### src/hw/rtl/brt_pkg.sv
// ----------------------------------------------------------------------------
// brt_pkg
// Shared constants, codes and types of the busy resource table.
// ----------------------------------------------------------------------------
package brt_pkg;

	localparam int DEPTH_DEFAULT = 32;
	localparam int ID_W          = 16;
	localparam int MODE_W        = 3;
	localparam int STATUS_W      = 2;
	localparam int COUNT_OUT_W   = 6;

	// operation codes carried in the mode field
	localparam logic [MODE_W-1:0] MODE_APPEND = 3'd0;
	localparam logic [MODE_W-1:0] MODE_POP    = 3'd1;
	localparam logic [MODE_W-1:0] MODE_FIND   = 3'd2;
	localparam logic [MODE_W-1:0] MODE_CHECK  = 3'd3;
	localparam logic [MODE_W-1:0] MODE_REMOVE = 3'd4;

	// status codes
	localparam logic [STATUS_W-1:0] STATUS_OK    = 2'd0;
	localparam logic [STATUS_W-1:0] STATUS_EMPTY = 2'd1;
	localparam logic [STATUS_W-1:0] STATUS_FULL  = 2'd2;

	typedef enum logic [1:0] {
		ST_IDLE,
		ST_SCAN,
		ST_FINISH
	} seq_state_t;

	typedef struct packed {
		logic [ID_W-1:0]        popped_id;
		logic                   hit;
		logic                   verdict;
		logic [STATUS_W-1:0]    status;
		logic                   run_done;
		logic [COUNT_OUT_W-1:0] entry_count;
	} brt_result_t;

endpackage

### src/hw/rtl/brt_mem.sv
// ----------------------------------------------------------------------------
// brt_mem
// Entry store: one write port and one registered read port.
// ----------------------------------------------------------------------------
module brt_mem #(
	parameter int DEPTH = brt_pkg::DEPTH_DEFAULT,
	parameter int WIDTH = brt_pkg::ID_W,
	localparam int AW   = $clog2(DEPTH)
) (
	input  logic             clk,
	input  logic             rd_en,
	input  logic [AW-1:0]    rd_addr,
	output logic [WIDTH-1:0] rd_data,
	input  logic             wr_en,
	input  logic [AW-1:0]    wr_addr,
	input  logic [WIDTH-1:0] wr_data
);

	logic [WIDTH-1:0] mem [DEPTH];

	// write port
	always_ff @(posedge clk) begin
		if (wr_en) begin
			mem[wr_addr] <= wr_data;
		end
	end

	// read port, registered
	always_ff @(posedge clk) begin
		if (rd_en) begin
			rd_data <= mem[rd_addr];
		end
	end

endmodule

### src/hw/rtl/brt_seq.sv
// ----------------------------------------------------------------------------
// brt_seq
// Sequencer: takes one item, walks the stored entries through the memory
// read port on a search, closes the gap on pop and remove and builds the result.
// ----------------------------------------------------------------------------
module brt_seq #(
	parameter int TABLE_DEPTH = brt_pkg::DEPTH_DEFAULT,
	localparam int AW = $clog2(TABLE_DEPTH),
	localparam int CW = $clog2(TABLE_DEPTH + 1)
) (
	input  logic                         clk,
	input  logic                         arst_n,
	input  logic                         in_valid,
	output logic                         in_ready,
	input  logic [brt_pkg::MODE_W-1:0]   mode,
	input  logic [brt_pkg::ID_W-1:0]     resource_id,
	input  logic                         first_of_run,
	input  logic                         last_of_run,
	input  logic                         out_free,
	output logic                         res_valid,
	output brt_pkg::brt_result_t         res,
	output logic                         mem_rd_en,
	output logic [AW-1:0]                mem_rd_addr,
	input  logic [brt_pkg::ID_W-1:0]     mem_rd_data,
	output logic                         mem_wr_en,
	output logic [AW-1:0]                mem_wr_addr,
	output logic [brt_pkg::ID_W-1:0]     mem_wr_data
);

	brt_pkg::seq_state_t state_q, state_d;

	logic [brt_pkg::MODE_W-1:0]   mode_q;
	logic [brt_pkg::ID_W-1:0]     id_q;
	logic                         last_q;
	logic [brt_pkg::STATUS_W-1:0] status_q;
	logic [brt_pkg::ID_W-1:0]     popped_q;
	logic [CW-1:0]                count_q;
	logic [CW-1:0]                rd_idx_q;
	logic                         verdict_q;
	logic                         found_q;
	logic                         rv_s1;
	logic [AW-1:0]                idx_s1;

	logic                         accept;
	logic                         is_run;
	logic                         run_q;
	logic                         verdict_eff;
	logic                         scan_end;
	logic                         match;
	logic                         shifting;
	logic                         table_full;
	logic [CW-1:0]                count_next;
	logic                         verdict_new;
	logic [CW+brt_pkg::COUNT_OUT_W-1:0] count_wide;

	assign in_ready    = (state_q == brt_pkg::ST_IDLE);
	assign accept      = in_valid && in_ready;
	assign is_run      = (mode == brt_pkg::MODE_CHECK) || (mode == brt_pkg::MODE_REMOVE);
	assign run_q       = (mode_q == brt_pkg::MODE_CHECK) || (mode_q == brt_pkg::MODE_REMOVE);
	assign verdict_eff = first_of_run || verdict_q;
	assign table_full  = (count_q == CW'(TABLE_DEPTH));
	assign shifting    = (mode_q == brt_pkg::MODE_POP) || (mode_q == brt_pkg::MODE_REMOVE);

	// walk the stored entries, one read per cycle
	assign mem_rd_en   = (state_q == brt_pkg::ST_SCAN) && (rd_idx_q < count_q);
	assign mem_rd_addr = rd_idx_q[AW-1:0];
	assign scan_end    = (state_q == brt_pkg::ST_SCAN) && !mem_rd_en && !rv_s1;

	// pop takes the head; the others look for the oldest equal entry
	assign match = (mode_q == brt_pkg::MODE_POP) ? (idx_s1 == '0) : (mem_rd_data == id_q);

	// write port: append at the tail, or move an entry down one place
	always_comb begin
		mem_wr_en   = 1'b0;
		mem_wr_addr = count_q[AW-1:0];
		mem_wr_data = resource_id;
		if (accept && (mode == brt_pkg::MODE_APPEND) && !table_full) begin
			mem_wr_en = 1'b1;
		end else if (rv_s1 && shifting && found_q) begin
			mem_wr_en   = 1'b1;
			mem_wr_addr = AW'(idx_s1 - 1'b1);
			mem_wr_data = mem_rd_data;
		end
	end

	// fill count and verdict after this item
	always_comb begin
		count_next  = count_q;
		verdict_new = verdict_q;
		unique case (mode_q)
			brt_pkg::MODE_APPEND: begin
				if (status_q == brt_pkg::STATUS_OK) begin
					count_next = count_q + 1'b1;
				end
			end
			brt_pkg::MODE_POP: begin
				if (found_q) begin
					count_next = count_q - 1'b1;
				end
			end
			brt_pkg::MODE_CHECK: begin
				verdict_new = verdict_q && !found_q;
			end
			brt_pkg::MODE_REMOVE: begin
				verdict_new = verdict_q && found_q;
				if (found_q) begin
					count_next = count_q - 1'b1;
				end
			end
			default: begin
			end
		endcase
	end

	// assemble the result
	always_comb begin
		count_wide      = {{brt_pkg::COUNT_OUT_W{1'b0}}, count_next};
		res.popped_id   = ((mode_q == brt_pkg::MODE_POP) && found_q) ? popped_q : '0;
		res.hit         = found_q && ((mode_q == brt_pkg::MODE_FIND) || run_q);
		res.verdict     = run_q && verdict_new;
		res.status      = status_q;
		res.run_done    = run_q && last_q;
		res.entry_count = count_wide[brt_pkg::COUNT_OUT_W-1:0];
	end

	// next state
	always_comb begin
		state_d   = state_q;
		res_valid = 1'b0;
		unique case (state_q)
			brt_pkg::ST_IDLE: begin
				if (accept) begin
					priority if ((mode == brt_pkg::MODE_POP) || (mode == brt_pkg::MODE_FIND) ||
						(mode == brt_pkg::MODE_CHECK)) begin
						state_d = brt_pkg::ST_SCAN;
					end else if ((mode == brt_pkg::MODE_REMOVE) && verdict_eff) begin
						state_d = brt_pkg::ST_SCAN;
					end else begin
						state_d = brt_pkg::ST_FINISH;
					end
				end
			end
			brt_pkg::ST_SCAN: begin
				if (scan_end) begin
					state_d = brt_pkg::ST_FINISH;
				end
			end
			brt_pkg::ST_FINISH: begin
				if (out_free) begin
					res_valid = 1'b1;
					state_d   = brt_pkg::ST_IDLE;
				end
			end
			default: begin
				state_d = brt_pkg::ST_IDLE;
			end
		endcase
	end

	// control state
	always_ff @(posedge clk or negedge arst_n) begin
		if (!arst_n) begin
			state_q   <= brt_pkg::ST_IDLE;
			count_q   <= '0;
			verdict_q <= 1'b1;
			found_q   <= 1'b0;
			rd_idx_q  <= '0;
			rv_s1     <= 1'b0;
		end else begin
			state_q <= state_d;
			rv_s1   <= mem_rd_en;
			if (accept) begin
				rd_idx_q <= '0;
				found_q  <= 1'b0;
				if (is_run) begin
					verdict_q <= verdict_eff;
				end
			end
			if (mem_rd_en) begin
				rd_idx_q <= rd_idx_q + 1'b1;
			end
			if (rv_s1 && match) begin
				found_q <= 1'b1;
			end
			if (res_valid) begin
				count_q   <= count_next;
				verdict_q <= verdict_new;
			end
		end
	end

	// item payload and scan pipeline
	always_ff @(posedge clk) begin
		idx_s1 <= mem_rd_addr;
		if (accept) begin
			mode_q <= mode;
			id_q   <= resource_id;
			last_q <= last_of_run;
			if ((mode == brt_pkg::MODE_APPEND) && table_full) begin
				status_q <= brt_pkg::STATUS_FULL;
			end else if ((mode == brt_pkg::MODE_POP) && (count_q == '0)) begin
				status_q <= brt_pkg::STATUS_EMPTY;
			end else begin
				status_q <= brt_pkg::STATUS_OK;
			end
		end
		if (rv_s1 && match && !found_q) begin
			popped_q <= mem_rd_data;
		end
	end

	a_count_bound: assert property (@(posedge clk) disable iff (!arst_n)
		count_q <= CW'(TABLE_DEPTH))
		else $error("fill count beyond table depth");

	a_shift_after_match: assert property (@(posedge clk) disable iff (!arst_n)
		(mem_wr_en && (state_q == brt_pkg::ST_SCAN)) |-> found_q)
		else $error("entry moved before a match");

	a_result_then_idle: assert property (@(posedge clk) disable iff (!arst_n)
		res_valid |=> (state_q == brt_pkg::ST_IDLE))
		else $error("sequencer not idle after result");

	a_append_count: assert property (@(posedge clk) disable iff (!arst_n)
		(res_valid && (mode_q == brt_pkg::MODE_APPEND) &&
		(status_q == brt_pkg::STATUS_OK)) |=> (count_q == $past(count_q) + 1'b1))
		else $error("append did not advance fill count");

endmodule

### src/hw/rtl/busy_resource_table_top.sv
// ----------------------------------------------------------------------------
// busy_resource_table_top
// Ordered table of busy resource identifiers with append, pop, find and
// demand-run check and remove, held in one synchronous memory.
// ----------------------------------------------------------------------------
// Flow: append, unused modes and a remove whose run verdict is already zero
// go straight to the finish state; pop, find, check and other removes walk
// the memory read port once over the stored entries to build the result.
// One item at a time: a new item is taken only once the sequencer is idle;
// a result waiting in the output register does not block the next item.
// Reset: the table is empty and the run verdict is one; no clearing pass.
// ----------------------------------------------------------------------------
module busy_resource_table_top #(
	parameter int TABLE_DEPTH = brt_pkg::DEPTH_DEFAULT
) (
	input  logic                               clk,
	input  logic                               arst_n,
	input  logic                               in_valid,
	output logic                               in_ready,
	input  logic [brt_pkg::MODE_W-1:0]         mode,
	input  logic [brt_pkg::ID_W-1:0]           resource_id,
	input  logic                               first_of_run,
	input  logic                               last_of_run,
	output logic                               out_valid,
	input  logic                               out_ready,
	output logic [brt_pkg::ID_W-1:0]           popped_id,
	output logic                               hit,
	output logic                               verdict,
	output logic [brt_pkg::STATUS_W-1:0]       status,
	output logic                               run_done,
	output logic [brt_pkg::COUNT_OUT_W-1:0]    entry_count
);

	localparam int AW = $clog2(TABLE_DEPTH);

	logic                     mem_rd_en;
	logic [AW-1:0]            mem_rd_addr;
	logic [brt_pkg::ID_W-1:0] mem_rd_data;
	logic                     mem_wr_en;
	logic [AW-1:0]            mem_wr_addr;
	logic [brt_pkg::ID_W-1:0] mem_wr_data;

	logic                     res_valid;
	brt_pkg::brt_result_t     res;
	brt_pkg::brt_result_t     res_q;
	logic                     out_valid_q;
	logic                     out_free;

	brt_mem #(
		.DEPTH (TABLE_DEPTH),
		.WIDTH (brt_pkg::ID_W)
	) u_mem (
		.clk     (clk),
		.rd_en   (mem_rd_en),
		.rd_addr (mem_rd_addr),
		.rd_data (mem_rd_data),
		.wr_en   (mem_wr_en),
		.wr_addr (mem_wr_addr),
		.wr_data (mem_wr_data)
	);

	brt_seq #(
		.TABLE_DEPTH (TABLE_DEPTH)
	) u_seq (
		.clk          (clk),
		.arst_n       (arst_n),
		.in_valid     (in_valid),
		.in_ready     (in_ready),
		.mode         (mode),
		.resource_id  (resource_id),
		.first_of_run (first_of_run),
		.last_of_run  (last_of_run),
		.out_free     (out_free),
		.res_valid    (res_valid),
		.res          (res),
		.mem_rd_en    (mem_rd_en),
		.mem_rd_addr  (mem_rd_addr),
		.mem_rd_data  (mem_rd_data),
		.mem_wr_en    (mem_wr_en),
		.mem_wr_addr  (mem_wr_addr),
		.mem_wr_data  (mem_wr_data)
	);

	// output register: free when empty or being taken
	assign out_free = !out_valid_q || out_ready;

	always_ff @(posedge clk or negedge arst_n) begin
		if (!arst_n) begin
			out_valid_q <= 1'b0;
		end else if (res_valid) begin
			out_valid_q <= 1'b1;
		end else if (out_ready) begin
			out_valid_q <= 1'b0;
		end
	end

	// hold the item until it is taken
	always_ff @(posedge clk) begin
		if (res_valid) begin
			res_q <= res;
		end
	end

	assign out_valid   = out_valid_q;
	assign popped_id   = res_q.popped_id;
	assign hit         = res_q.hit;
	assign verdict     = res_q.verdict;
	assign status      = res_q.status;
	assign run_done    = res_q.run_done;
	assign entry_count = res_q.entry_count;

endmodule
### config.mk
export PLATFORM = sky130hd
export DESIGN_NAME = busy_resource_table_top
export DESIGN_NICKNAME = d
export VERILOG_FILES = /design/src/hw/rtl/brt_pkg.sv /design/src/hw/rtl/brt_mem.sv /design/src/hw/rtl/brt_seq.sv /design/src/hw/rtl/busy_resource_table_top.sv
export SDC_FILE = /design/constraint.sdc
export NUM_CORES = 1
export LEC_CHECK = 0
export BUFFER_PORTS_ARGS = -buffer_cell sky130_fd_sc_hd__clkbuf_2
export CAP_MARGIN = 40
export CORE_MARGIN = 4
export CORE_UTILIZATION = 60
export DETAILED_ROUTE_END_ITERATION = 7
export PLACE_DENSITY = 0.81
export SLEW_MARGIN = 20
export SYNTH_ARGS = -nofsm -noshare
export SYNTH_HDL_FRONTEND = slang
export SYNTH_HIERARCHICAL = 1
export SYNTH_SLANG_ARGS = --single-unit
### constraint.sdc
create_clock -name clk -period 5.5 [get_ports clk]
set_clock_uncertainty 0.15 [all_clocks]
set_input_delay 0.825 -clock clk [delete_from_list [all_inputs] [get_ports clk]]
set_output_delay 0.825 -clock clk [all_outputs]
set_load 0.01 [all_outputs]
==> flow_metrics.env <==
export IMPL_io_buffers=53
export IMPL_dr_pass1_iters=6
export IMPL_nFillCells=2600
export IMPL_power_density_nw_per_um2=452
export IMPL_synthArstFlopShare_pct=2.92
export IMPL_yosysSeqAreaShare_pct=73.6
export IMPL_wirelength_microns=57000
export IMPL_p_comb_share_pct=23.6
export IMPL_peakVddDrop_uv=338
export IMPL_vias=13614
export IMPL_worst_setup_path_end_kind="flip-flop"
export IMPL_initial_core_util_pct=60.8
export IMPL_drc=0
export IMPL_gp_congestion=0.901
export IMPL_power_mw=12.4
export IMPL_critPathKind="flip-flop to flip-flop"
export IMPL_syn_to_final_growth_pct=10.2
export IMPL_root_buffer="clkbuf_16"
export IMPL_hold_slack_ns=0.0445
export IMPL_r2r_cells=11
export IMPL_power_frac_clock_pct=30.9
export IMPL_crit_path_start="u_seq/count_q[1]"
export IMPL_crit_required_ns=5.62
export IMPL_rsz0062_at_grt="false"
export IMPL_fp_dieW_microns=212
export IMPL_hold_class="input port to asynchronous set/reset pin"
export IMPL_r2r_start="u_seq/count_q[1]"
export IMPL_final_setup_worst_slack_ns=1.35
export IMPL_core_area_sq_um=41000
export IMPL_power_frac_seq_pct=45.6
export IMPL_netlist_area_leader_share_pct=71.4
export IMPL_synth_area_leader_cell="edfxtp_1"
export IMPL_drive_gt1_share_pct=13.9
export IMPL_grt_pass1_vias=13563
export IMPL_ant_nets=0
export IMPL_cts_sinks=616
export IMPL_synth_xor_area_share_pct=0.983
export IMPL_synthAdderAreaFrac_pct=0.552
export IMPL_syn_inst=1463
export IMPL_setup_viol=0
export IMPL_synth_area_sq_um=25000
export IMPL_synthTopCellsByArea="edfxtp_1 (71%), mux2i_1 (11%), a22oi_1 (2.0%), dfrtp_1 (1.7%), a22o_1 (1.2%)"
export IMPL_total_leakage_power_nw=9.41
export IMPL_yosys_area_share_simple_pct=5.23
export IMPL_path_max_fanout=20
export IMPL_endpoint="u_mem/mem[19][4]"
export IMPL_min_period_over_period_pct=75.4
export IMPL_cts_made_buffers=58
export IMPL_clock_latency_ns=0.60
export IMPL_synth_compound_area_share_pct=5.14
export IMPL_num_antenna_cells=0
export IMPL_die_area_sq_um=44900
export IMPL_worst_slew_pin_slew_ns=0.811
export IMPL_grt_pass1_wl_microns=84400
export IMPL_yosys_most_used_dff="edfxtp_1"
export IMPL_hpwl_microns=34300
export IMPL_cts_buffer_depth=3
export IMPL_period_minus_slack_ns=4.15
export IMPL_viasPerCell=6.40
export IMPL_grt_ovfl_total=0
export IMPL_fmax_ghz=0.241
export IMPL_dpl_worst_slack_ns=1.36
export IMPL_synth_area_mux_share_pct=11.7
export IMPL_maxSlewHeadroom_pct=45.8
export IMPL_drv_cap=0
export IMPL_grt_max_degree=109
export IMPL_cts_resized=0
export IMPL_postCtsSetupRepairBufs=0
export IMPL_crit_path_start_kind="flip-flop"
export IMPL_outcome="finished clean"
export IMPL_antenna_found_initial=0
export IMPL_clk_pin_slew_worst_paths_ns=0.06
export IMPL_ys_warn_count=6
export IMPL_yosysMostFrequentCell="edfxtp_1"
export IMPL_drt_iter0_drc=1922
export IMPL_htreeDepth=2
export IMPL_grt_use_total_pct=25.4
export IMPL_internal_power_mw=8.77
export IMPL_hold_buffers=0
export IMPL_netlist_top_cells_count="edfxtp_1 (593), mux2i_1 (264), a22oi_1 (65)"
export IMPL_finalSetupTns_ns=0
export IMPL_r2r_slack_ns=1.35
export IMPL_slew_viol_final=0
export IMPL_arrival_ns=4.27
export IMPL_rows=74
export IMPL_synth_edf_count=593
export IMPL_final_nets=1584
export IMPL_synth_nets=1499
export IMPL_die_h_microns=212
export IMPL_cts_tree="done"
export IMPL_avgRoutedWirePerCell_microns=26.8
export IMPL_p_sw_mw=3.68
export IMPL_swShare_pct=29.5
export IMPL_timing_rr_end="u_mem/mem[19][4]"
export IMPL_synth_top_family_by_area="multiplexers"
export IMPL_avgSynthCellArea_sq_um=17.1
export IMPL_synth_cell_type_count=67
export IMPL_num_io_pins=54
export IMPL_ys_ff_latch=616
export IMPL_hold_viol_final=0
area by class of cell:
| type | count | area [sq um] | share of cell area, % |
|---|---|---|---|
| inverters | 12 | 45.0 | 0.164 |
| multi-input cells | 756 | 5900 | 21.5 |
| clock inverters | 29 | 273 | 0.992 |
| clock buffers | 77 | 1550 | 5.65 |
| well taps | 532 | 666 | 2.42 |
| repair buffers | 104 | 706 | 2.57 |
| flip-flops and latches | 616 | 18400 | 66.8 |
worst max-delay path, cell delays in order (launching register included):
cell and delay [ns]:
dfrtp_1 0.45, inv_1 0.19, ha_1 0.17, nor4b_1 0.48, nand2_1 0.10, nand3_1 0.14
nor2b_4 0.17, buf_4 0.35, mux2i_1 0.37, nand3_1 0.61, nor2_1 0.34, buf_4 0.29
sequential cells by signal, indices dropped and copies added, names as in the netlist, 2 cells and up:
signal / count
entry_count: 6
popped_id: 16
status: 2
u_mem/mem: 512
u_mem/rd_data: 16
u_seq/count_q: 6
u_seq/id_q: 16
u_seq/idx_s1: 5
u_seq/mode_q: 3
u_seq/popped_q: 16
u_seq/rd_idx_q: 6
u_seq/state_q: 2
u_seq/status_q: 2
power groups by stage:
| stage | clock network (mW) | logic (mW) | registers [mW] |
|---|---|---|---|
| floorplan | 0 | 2.21 | 5.70 |
| global placement | 0 | 2.76 | 5.76 |
| detailed placement | 0 | 2.85 | 5.77 |
| CTS | 3.89 | 2.87 | 5.67 |
| global route | 4.09 | 3.07 | 5.70 |
| finish | 3.84 | 2.94 | 5.67 |
routing by layer:
metal | wire, microns | global-route usage, % | part of all wire (%) | vias up
li1 | - | - | - | 5901
met1 | 21900 | 34.6 | 38 | 6746
met2 | 26700 | 39.7 | 47 | 789
met3 | 5540 | 5.50 | 9.7 | 178
met4 | 2950 | 11.4 | 5.2 | 0
met5 | 0 | 0 | 0 | -
per-stage QoR:
| stage | utilization (%) | cell area (sq um) | instances |
|---|---|---|---|
| after global placement | 62.5 | 25600 | 2017 |
| after global routing | 67.1 | 27500 | 2126 |
| after floorplan | - | 25000 | 1463 |
| after detailed placement | 62.6 | 25700 | 2020 |
| after CTS | 67.1 | 27500 | 2126 |
| final | 67.1 | 27500 | 2126 |
cell families after synthesis:
logic type,Yosys count
AOI/OAI and AO/OA,182
xor gates and xnor gates,28
adders and majority gates,11
buffers and inverters,91
DFF,616
muxes,283
and+or+nand+nor,252
placed cells by master, fill, tap and decap left out, types with 22 or more instances in the layout:
master / n
nor3_1: 22
a22o_1: 34
a22oi_1: 65
buf_4: 46
clkbuf_16: 59
edfxtp_1: 593
clkbuf_2: 53
nand3_1: 42
nand2_1: 59
nor2_1: 49
mux2i_1: 264
a21oi_1: 38
worst min path at each step:
stage | slack [ns] | start | end | cells after the start
floorplan | 0.27 | u_seq/rd_idx_q[0] | u_seq/idx_s1[0] | 0
global placement | 0.35 | u_seq/popped_q[7] | popped_id[7] | 1
detailed placement | 0.35 | u_mem/rd_data[15] | u_seq/popped_q[15] | 0
CTS | 0.04 | arst_n | u_seq/count_q[0] | 1
global route | 0.07 | arst_n | out_valid | 1
finish | 0.04 | arst_n | out_valid | 1
(Power assumes the default switching activity.)
